$ cat config.mk
export PLATFORM = sky130hd
export DESIGN_NAME = averaging_voltmeter_display_unit_flat
export DESIGN_NICKNAME = d
export VERILOG_FILES = /design/src/rtl/core/avd_pkg.sv /design/src/rtl/core/avd_if.sv /design/src/rtl/core/avd_scale.sv /design/src/rtl/core/averaging_voltmeter_display_unit.sv /design/src/flat_wrapper.sv
export VERILOG_INCLUDE_DIRS = /design/src /design/src/rtl/core
export SDC_FILE = /design/constraint.sdc
export NUM_CORES = 1
export LEC_CHECK = 0
export ABC_AREA = 1
export CAP_MARGIN = 20
export CORE_AREA = 2 2 97 99
export CTS_CLUSTER_SIZE = 20
export DETAILED_ROUTE_END_ITERATION = 7
export DIE_AREA = 0 0 99 101
export DONT_BUFFER_PORTS = 1
export MAX_ROUTING_LAYER = met4
export PLACE_DENSITY = 0.85
export SLEW_MARGIN = 15
export SYNTH_ARGS = -nofsm -noshare
export SYNTH_HDL_FRONTEND = slang
export SYNTH_HIERARCHICAL = 1
export SYNTH_SLANG_ARGS = --single-unit
$ cat constraint.sdc
create_clock -name i_clk -period 3.75 [get_ports i_clk]
set_input_delay 0.75 -clock i_clk [delete_from_list [all_inputs] [get_ports i_clk]]
set_output_delay 0.75 -clock i_clk [all_outputs]
set_load 0.05 [all_outputs]
$ cat src/rtl/core/averaging_voltmeter_display_unit_defines.svh
// Assertion macros shared by the voltmeter display block.
// Each macro takes a label, the clock, the active-low reset, an antecedent,
// a consequent and an error message.
`ifndef AVERAGING_VOLTMETER_DISPLAY_UNIT_DEFINES_SVH
`define AVERAGING_VOLTMETER_DISPLAY_UNIT_DEFINES_SVH

// The consequent must hold in the same cycle as the antecedent.
`define AVD_ASSERT_NOW(lbl, clk, rst_n, ante, cons, msg) \
    lbl: assert property (@(posedge clk) disable iff (!rst_n) (ante) |-> (cons)) \
        else $error(msg);

// The consequent must hold in the cycle after the antecedent.
`define AVD_ASSERT_NEXT(lbl, clk, rst_n, ante, cons, msg) \
    lbl: assert property (@(posedge clk) disable iff (!rst_n) (ante) |=> (cons)) \
        else $error(msg);

`endif

$ cat src/rtl/core/avd_pkg.sv
package avd_pkg;

    // Converter reading width.
    localparam int unsigned SAMPLE_W = 10;
    // Seven-segment pattern width and stored BCD width (two tens bits, four units bits).
    localparam int unsigned SEG_W = 7;
    localparam int unsigned BCD_W = 6;
    localparam int unsigned VOLT_W = 6;

    // Default block length of the running average.
    localparam int unsigned SAMPLES_PER_AVERAGE_DEF = 8;

    // Full scale is 1023 counts for 3.3 V, so avg*33/1023 equals avg/31.
    localparam int unsigned SCALE_DIV = 31;

    // Request kinds.
    localparam logic CMD_SAMPLE  = 1'b0;
    localparam logic CMD_REFRESH = 1'b1;

    // Seven-segment pattern of one decimal digit, bit 0 is segment a.
    function automatic logic [SEG_W-1:0] seg_of(input logic [3:0] digit);
        logic [SEG_W-1:0] seg;
        unique case (digit)
            4'd0:    seg = 7'h3F;
            4'd1:    seg = 7'h06;
            4'd2:    seg = 7'h5B;
            4'd3:    seg = 7'h4F;
            4'd4:    seg = 7'h66;
            4'd5:    seg = 7'h6D;
            4'd6:    seg = 7'h7D;
            4'd7:    seg = 7'h07;
            4'd8:    seg = 7'h7F;
            4'd9:    seg = 7'h6F;
            default: seg = 7'h00;
        endcase
        return seg;
    endfunction

    // Two-digit BCD of a value in tenths of a volt (at most 33).
    function automatic logic [BCD_W-1:0] bcd_of(input logic [VOLT_W-1:0] v);
        logic [1:0]        tens;
        logic [VOLT_W-1:0] ones;
        priority if (v >= VOLT_W'(30)) begin
            tens = 2'd3;
            ones = v - VOLT_W'(30);
        end else if (v >= VOLT_W'(20)) begin
            tens = 2'd2;
            ones = v - VOLT_W'(20);
        end else if (v >= VOLT_W'(10)) begin
            tens = 2'd1;
            ones = v - VOLT_W'(10);
        end else begin
            tens = 2'd0;
            ones = v;
        end
        return {tens, ones[3:0]};
    endfunction

endpackage

$ cat src/rtl/core/avd_if.sv
// Request channel: a converter sample or a display refresh tick.
interface avd_in_if;
    logic                          valid;
    logic                          ready;
    logic                          cmd;
    logic [avd_pkg::SAMPLE_W-1:0]  sample;

    modport source (output valid, output cmd, output sample, input ready);
    modport sink   (input valid, input cmd, input sample, output ready);
endinterface

// Result channel: one display drive or one voltage update.
interface avd_out_if;
    logic                          valid;
    logic                          ready;
    logic [avd_pkg::SEG_W-1:0]     segments;
    logic                          low_digit_on;
    logic                          high_digit_on;
    logic [avd_pkg::BCD_W-1:0]     voltage_bcd;
    logic                          voltage_updated;

    modport source (output valid, output segments, output low_digit_on, output high_digit_on,
                    output voltage_bcd, output voltage_updated, input ready);
    modport sink   (input valid, input segments, input low_digit_on, input high_digit_on,
                    input voltage_bcd, input voltage_updated, output ready);
endinterface

$ cat src/rtl/core/avd_scale.sv
module avd_scale #(
    parameter int unsigned SAMPLES_PER_AVERAGE = avd_pkg::SAMPLES_PER_AVERAGE_DEF
) (
    input  logic [avd_pkg::SAMPLE_W+$clog2(SAMPLES_PER_AVERAGE)-1:0] i_sum,
    output logic [avd_pkg::BCD_W-1:0]                                o_bcd
);

    localparam int unsigned SUM_W = avd_pkg::SAMPLE_W + $clog2(SAMPLES_PER_AVERAGE);
    // floor(floor(sum/N)/31) equals floor(sum/(31*N)).
    localparam int unsigned DIV   = avd_pkg::SCALE_DIV * SAMPLES_PER_AVERAGE;
    localparam int unsigned SHIFT = SUM_W + $clog2(DIV);
    localparam int unsigned MUL_W = SUM_W + 1;
    localparam int unsigned RECIP = ((2 ** SHIFT) + DIV - 1) / DIV;
    localparam int unsigned PROD_W = SUM_W + MUL_W;

    logic [MUL_W-1:0]            c_recip;
    logic [PROD_W-1:0]           prod;
    logic [avd_pkg::VOLT_W-1:0]  volts;

    // The rounded-up reciprocal gives the exact quotient for every sum of SUM_W bits.
    assign c_recip = MUL_W'(RECIP);
    assign prod    = PROD_W'(i_sum) * PROD_W'(c_recip);
    assign volts   = prod[SHIFT +: avd_pkg::VOLT_W];
    assign o_bcd   = avd_pkg::bcd_of(volts);

endmodule

$ cat src/rtl/core/averaging_voltmeter_display_unit.sv
// Averaging voltmeter with two-digit seven-segment display drive.
// Throughput: one request per cycle, with no stall unless the result side stalls.
// Each request passes in turn through the input register, the accumulate stage and the result register;
// a sample that does not end a block produces no result.
// Reset: synchronous, active low; clears the pipeline, the running sum and the stored voltage.
`include "averaging_voltmeter_display_unit_defines.svh"

module averaging_voltmeter_display_unit #(
    parameter int unsigned SAMPLES_PER_AVERAGE = avd_pkg::SAMPLES_PER_AVERAGE_DEF
) (
    input  logic       i_clk,
    input  logic       i_rst_n,
    avd_in_if.sink     i_in,
    avd_out_if.source  o_out
);

    // The sum of one block needs log2 of the block length more bits than a sample.
    localparam int unsigned SUM_W    = avd_pkg::SAMPLE_W + $clog2(SAMPLES_PER_AVERAGE);
    localparam int unsigned CNT_W    = (SAMPLES_PER_AVERAGE > 1) ?
                                       $clog2(SAMPLES_PER_AVERAGE) : 1;
    localparam logic [CNT_W-1:0] LAST_CNT = CNT_W'(SAMPLES_PER_AVERAGE - 1);

    // Input register.
    logic                          r_a_valid;
    logic                          r_a_cmd;
    logic [avd_pkg::SAMPLE_W-1:0]  r_a_sample;

    // Running block of samples.
    logic [SUM_W-1:0]              r_sum;
    logic [CNT_W-1:0]              r_count;
    logic [SUM_W-1:0]              n_sum;
    logic [CNT_W-1:0]              n_count;

    // Accumulate stage: a refresh request or a finished block sum.
    logic                          r_b_valid;
    logic                          r_b_upd;
    logic [SUM_W-1:0]              r_b_sum;

    // Display state.
    logic [avd_pkg::BCD_W-1:0]     r_stored_bcd;
    logic                          r_show_high;

    // Result register.
    logic                          r_o_valid;
    logic [avd_pkg::SEG_W-1:0]     r_o_segments;
    logic                          r_o_low;
    logic                          r_o_high;
    logic [avd_pkg::BCD_W-1:0]     r_o_bcd;
    logic                          r_o_upd;

    logic                          o_free;
    logic                          b_free;
    logic                          a_free;
    logic                          a_adv;
    logic                          b_adv;
    logic                          block_done;
    logic [SUM_W-1:0]              acc_sum;
    logic [avd_pkg::BCD_W-1:0]     scaled_bcd;
    logic [3:0]                    shown_digit;

    // Each stage may take a new request when it is empty or when its contents move on
    // in the same cycle, so empty stages behind a waiting result can still fill.
    assign o_free = !r_o_valid || o_out.ready;
    assign b_free = !r_b_valid || o_free;
    assign a_free = !r_a_valid || b_free;
    assign a_adv  = r_a_valid && b_free;
    assign b_adv  = r_b_valid && o_free;

    assign i_in.ready = a_free;

    // The sample in the input register is added as it leaves; the block is complete
    // when the count has reached its last value.
    assign acc_sum    = r_sum + SUM_W'(r_a_sample);
    assign block_done = (r_a_cmd == avd_pkg::CMD_SAMPLE) && (r_count == LAST_CNT);

    always_comb begin
        n_sum   = r_sum;
        n_count = r_count;
        if (a_adv && (r_a_cmd == avd_pkg::CMD_SAMPLE)) begin
            if (block_done) begin
                n_sum   = '0;
                n_count = '0;
            end else begin
                n_sum   = acc_sum;
                n_count = r_count + CNT_W'(1);
            end
        end
    end

    // Average and scaling to tenths of a volt, as one constant multiplication.
    avd_scale #(
        .SAMPLES_PER_AVERAGE (SAMPLES_PER_AVERAGE)
    ) u_scale (
        .i_sum (r_b_sum),
        .o_bcd (scaled_bcd)
    );

    // Units digit first after reset; the tens digit has only two stored bits.
    assign shown_digit = r_show_high ? {2'b00, r_stored_bcd[5:4]} : r_stored_bcd[3:0];

    always_ff @(posedge i_clk) begin
        if (!i_rst_n) begin
            r_a_valid    <= 1'b0;
            r_sum        <= '0;
            r_count      <= '0;
            r_b_valid    <= 1'b0;
            r_stored_bcd <= '0;
            r_show_high  <= 1'b0;
            r_o_valid    <= 1'b0;
        end else begin
            if (a_free) begin
                r_a_valid <= i_in.valid;
            end

            r_sum   <= n_sum;
            r_count <= n_count;

            // Samples that do not finish a block leave no trace beyond the accumulator.
            if (b_free) begin
                r_b_valid <= a_adv && ((r_a_cmd == avd_pkg::CMD_REFRESH) || block_done);
            end

            if (o_free) begin
                r_o_valid <= r_b_valid;
            end

            // The stored voltage and the digit toggle change as their request reaches the
            // result register, so a refresh always sees every update accepted before it.
            if (b_adv) begin
                if (r_b_upd) begin
                    r_stored_bcd <= scaled_bcd;
                end else begin
                    r_show_high <= !r_show_high;
                end
            end
        end
    end

    // Payload registers.
    always_ff @(posedge i_clk) begin
        if (i_in.valid && a_free) begin
            r_a_cmd    <= i_in.cmd;
            r_a_sample <= i_in.sample;
        end
        if (b_free) begin
            r_b_upd <= block_done;
            r_b_sum <= acc_sum;
        end
        if (b_adv) begin
            if (r_b_upd) begin
                r_o_segments <= '0;
                r_o_low      <= 1'b0;
                r_o_high     <= 1'b0;
                r_o_bcd      <= scaled_bcd;
                r_o_upd      <= 1'b1;
            end else begin
                r_o_segments <= avd_pkg::seg_of(shown_digit);
                r_o_low      <= !r_show_high;
                r_o_high     <= r_show_high;
                r_o_bcd      <= r_stored_bcd;
                r_o_upd      <= 1'b0;
            end
        end
    end

    assign o_out.valid           = r_o_valid;
    assign o_out.segments        = r_o_segments;
    assign o_out.low_digit_on    = r_o_low;
    assign o_out.high_digit_on   = r_o_high;
    assign o_out.voltage_bcd     = r_o_bcd;
    assign o_out.voltage_updated = r_o_upd;

    // A refresh result drives exactly one digit.
    `AVD_ASSERT_NOW(a_one_digit, i_clk, i_rst_n, r_o_valid && !r_o_upd, $onehot({r_o_low, r_o_high}), "refresh result must enable exactly one digit")
    // The stored units digit is always a decimal digit.
    `AVD_ASSERT_NOW(a_bcd_units, i_clk, i_rst_n, 1'b1, r_stored_bcd[3:0] <= 4'd9, "stored units digit above nine")
    // Finishing a block empties the accumulator.
    `AVD_ASSERT_NEXT(a_block_clear, i_clk, i_rst_n, a_adv && block_done, (r_sum == '0) && (r_count == '0), "accumulator not cleared after a finished block")

endmodule
$ cat src/flat_wrapper.sv
// flat-port wrapper written by rule: the top's interface ports become plain ports
module averaging_voltmeter_display_unit_flat 
#(
    parameter int unsigned SAMPLES_PER_AVERAGE = avd_pkg::SAMPLES_PER_AVERAGE_DEF
)
  (i_clk, i_rst_n, i_in_valid, i_in_cmd, i_in_sample, i_in_ready, o_out_valid, o_out_segments, o_out_low_digit_on, o_out_high_digit_on, o_out_voltage_bcd, o_out_voltage_updated, o_out_ready);
  avd_in_if i_in_i ();
  avd_out_if o_out_i ();
  input  logic i_clk;
  input  logic i_rst_n;
  input wire logic [$bits(i_in_i.valid)-1:0] i_in_valid;
  input wire logic [$bits(i_in_i.cmd)-1:0] i_in_cmd;
  input wire logic [$bits(i_in_i.sample)-1:0] i_in_sample;
  output wire logic [$bits(i_in_i.ready)-1:0] i_in_ready;
  output wire logic [$bits(o_out_i.valid)-1:0] o_out_valid;
  output wire logic [$bits(o_out_i.segments)-1:0] o_out_segments;
  output wire logic [$bits(o_out_i.low_digit_on)-1:0] o_out_low_digit_on;
  output wire logic [$bits(o_out_i.high_digit_on)-1:0] o_out_high_digit_on;
  output wire logic [$bits(o_out_i.voltage_bcd)-1:0] o_out_voltage_bcd;
  output wire logic [$bits(o_out_i.voltage_updated)-1:0] o_out_voltage_updated;
  input wire logic [$bits(o_out_i.ready)-1:0] o_out_ready;
  assign i_in_i.valid = i_in_valid;
  assign i_in_i.cmd = i_in_cmd;
  assign i_in_i.sample = i_in_sample;
  assign i_in_ready = i_in_i.ready;
  assign o_out_valid = o_out_i.valid;
  assign o_out_segments = o_out_i.segments;
  assign o_out_low_digit_on = o_out_i.low_digit_on;
  assign o_out_high_digit_on = o_out_i.high_digit_on;
  assign o_out_voltage_bcd = o_out_i.voltage_bcd;
  assign o_out_voltage_updated = o_out_i.voltage_updated;
  assign o_out_i.ready = o_out_ready;
  averaging_voltmeter_display_unit #(.SAMPLES_PER_AVERAGE(SAMPLES_PER_AVERAGE)) u_core (.i_clk(i_clk), .i_rst_n(i_rst_n), .i_in(i_in_i), .o_out(o_out_i));
endmodule
==> flow_summary.yaml <==
setup_path:
  critical_path.startpoint: "u_core/r_b_sum[12]"
  ff2ff_setup_slack_ns: -0.44
  regToRegEndpoint: "u_core/r_stored_bcd[3]"
  cp.arrival_ns: 4.47
  reg2reg_from: "u_core/r_b_sum[12]"
  cp_max_fo: 5
  worstSetupPathType: "flip-flop to flip-flop"
  crit_path_start_kind: "flip-flop"
  cp-endpoint: "u_core/r_stored_bcd[3]"
  endpoint_kind: "flip-flop"
  r2r_cells: 27
  cp_data_required_time_ns: 4.03
floorplanning:
  start_util: 0.578
  die_w_um: 99
  core_area_um2: 8980
  dieArea_um2: 10000
  die_h_um: 101
  io-pin-count: 33
  num_rows: 35
clock_tree:
  cts_hold_buf: 0
  cts_max_level: 3
  cts_tree: "built"
  clk_pin_slew_worst_paths_ns: 0.07
  cts_max_path_buffers: 2
  clock-root-buffer: "clkbuf_8"
  clock_sinks: 67
  cts_buffers: 9
  clock_latency_ns: 0.35
grt:
  grt_max_degree: 24
  grt.overflow.total: 0
  grt_usage: 0.260
  grt_pass1_wl_um: 20300
  antenna_found_initial: 0
  first_global_vias: 4654
route:
  viasPerCell: 5.51
  wl_per_cell_um: 14.8
  drc_errors: 0
  detail_route.iter0.violations: 188
  wl_um: 12200
  route.vias.total: 4552
  ant_nets: 0
  drt_pass1_iterations: 5
timing:
  tightest_slew_ns: 0.751
  worst_slack_ns: -0.442
  slew_headroom: 0.500
  clock_skew_ns: 0.0100
  setup_viol: 11
  fin_crit_ns: 4.19
  setup_tns_ns: -3.66
  whs_ns: 0.471
  clock.fmax_mhz: 239
  final_hold_viol_count: 0
  rsz0062_at_grt: "yes"
  slew_violations: 0
  period_share: 1.12
outcome:
  outcome: "finished with violations"
  failed_checks: "setup timing"
layout:
  final_cell_mix: "nand2_1, inv_1, ha_1"
  nets: 812
  utilization: 0.678
  areaGrowthSynthToFinish_pct: 17.3
  layout-drive-gt1-share: 0.201
  mostFrequentLayoutCell: "nand2_1"
  final_design_area_no_fill_um2: 6090
  instances_no_fill: 826
  diodes: 0
logic_synthesis:
  synth_seq_cells: 67
  synth_top_cell_by_area: "edfxtp_1"
  ys_seq_area_frac: 0.338
  avgSynthCellArea_um2: 7.76
  ys_types: 36
  synth_ff_type: "edfxtp_1"
  ys_warn_count: 6
  netlist.area_leader.share: 0.237
  postSynthCellCount: 669
  synthTopCellsByArea: "edfxtp_1, ha_1, nand2_1"
  syn_nets: 771
  synth_edf_count: 41
  syn_area_um2: 5190
  async_flop_share: 0
placement:
  place_area_um2: 5650
  hpwlAfterDp_um: 8920
  pre_cts_ws_ns: -0.435
  numPortBuffers: 0
  dp.cells: 804
  place_congestion: 0.957
min_path:
  min_path_type: "flip-flop to flip-flop"
pwr:
  leakage_nw: 3.03
  power_mw: 2.37
  powerDensity_nw_per_um2: 389
  vdd_ir_drop_max_mv: 0.291
run:
  cap_violations: 0
[Yosys cell counts, drive strengths merged, types with 2 or more instances]
| cell type | number |
|---|---|
| nand2 | 204 |
| inv | 107 |
| ha | 78 |
| a21oi | 47 |
| nor2 | 46 |
| edfxtp | 41 |
| nand3 | 41 |
| dfxtp | 26 |
| o21ai | 25 |
| fa | 9 |
| nand4 | 7 |
| nor3 | 6 |
| xor2 | 6 |
| and2 | 5 |
| clkbuf | 5 |
| buf | 4 |
| or2 | 3 |
| a31oi | 2 |
[metal layers]
layer | wire length, µm | vias to the layer above | GRT usage
met5 | 0 | - | -
li1 | - | 2254 | -
met4 | 392 | 0 | 0.104
met3 | 525 | 38 | 0.0541
met1 | 4930 | 2130 | 0.283
met2 | 6400 | 130 | 0.466
[registers in the layout, indices dropped and copies added, names as in the netlist, 3 cells and up]
register	cells
u_core/o_out.voltage_bcd	6
u_core/r_count	3
u_core/r_b_sum	13
u_core/r_a_sample	10
u_core/r_sum	13
u_core/r_stored_bcd	6
u_core/o_out.segments	7
[worst min-delay path by stage]
stage	start	depth (start not counted)	slack [ns]	endpoint
2_1_floorplan	u_core/r_stored_bcd[0]	2	0.43	u_core/r_stored_bcd[0]
3_3_place_gp	u_core/r_stored_bcd[0]	2	0.45	u_core/r_stored_bcd[0]
3_5_place_dp	u_core/r_sum[7]	2	0.46	u_core/r_sum[7]
4_1_cts	u_core/r_sum[9]	2	0.47	u_core/r_sum[9]
5_1_grt	i_in_sample[9]	0	0.46	u_core/r_a_sample[9]
6_report	u_core/r_sum[9]	2	0.47	u_core/r_sum[9]
[where the power goes]
| part | total (mW) | switching (mW) | leakage, nW | internal [mW] |
|---|---|---|---|---|
| Sequential | 0.859 | 0.0380 | 0.616 | 0.821 |
| Combinational | 1.01 | 0.581 | 2.33 | 0.429 |
| Clock | 0.501 | 0.265 | 0.0791 | 0.236 |
| Total | 2.37 | 0.885 | 3.03 | 1.49 |
[cell families (layout without fill, tap and decap cells)]
family,after synthesis,in the layout,share of synthesized area
simple gates,313,313,0.261
compound gates,78,78,0.0776
fa+ha+maj,87,87,0.223
flops,67,67,0.338
xor+xnor,7,7,0.0133
buf+inv,117,163,0.0875
[worst max-delay path, stage by stage, from the launching register on]
cell and delay [ns]:
edfxtp_1 0.45, ha_4 0.16, inv_2 0.03, fa_2 0.52
inv_2 0.04, fa_2 0.54, ha_4 0.14, ha_4 0.21
nand2_1 0.18, inv_1 0.07, a21oi_1 0.15, nand2_1 0.09
nand2_2 0.09, nand3_2 0.10, inv_2 0.10, nand2_4 0.08
ha_4 0.18, nand3_4 0.06, nor2_4 0.04, nor2_4 0.14
nand2_4 0.08, nand3_2 0.06, nand3_2 0.07, a21oi_2 0.12
nand2_1 0.08, o21ai_2 0.11, o21ai_1 0.09, a21oi_1 0.14
[final cells by class]
type                    count  area (µm²)
multi-input cells         485        3330
fillers                   683        2890
flip-flops and latches     67        1750
inverters                 108         405
repair buffers             39         297
well taps                 111         139
clock buffers              11         131
clock inverters             5        30.0
[what timing repair did]
item	in CTS	in global routing
pin swaps	25	29
gates resized for setup	26	32
endpoints found under the setup margin	10	12
buffers inserted	3	3
hold endpoints to repair	0	0
(Power assumes the default switching activity.)
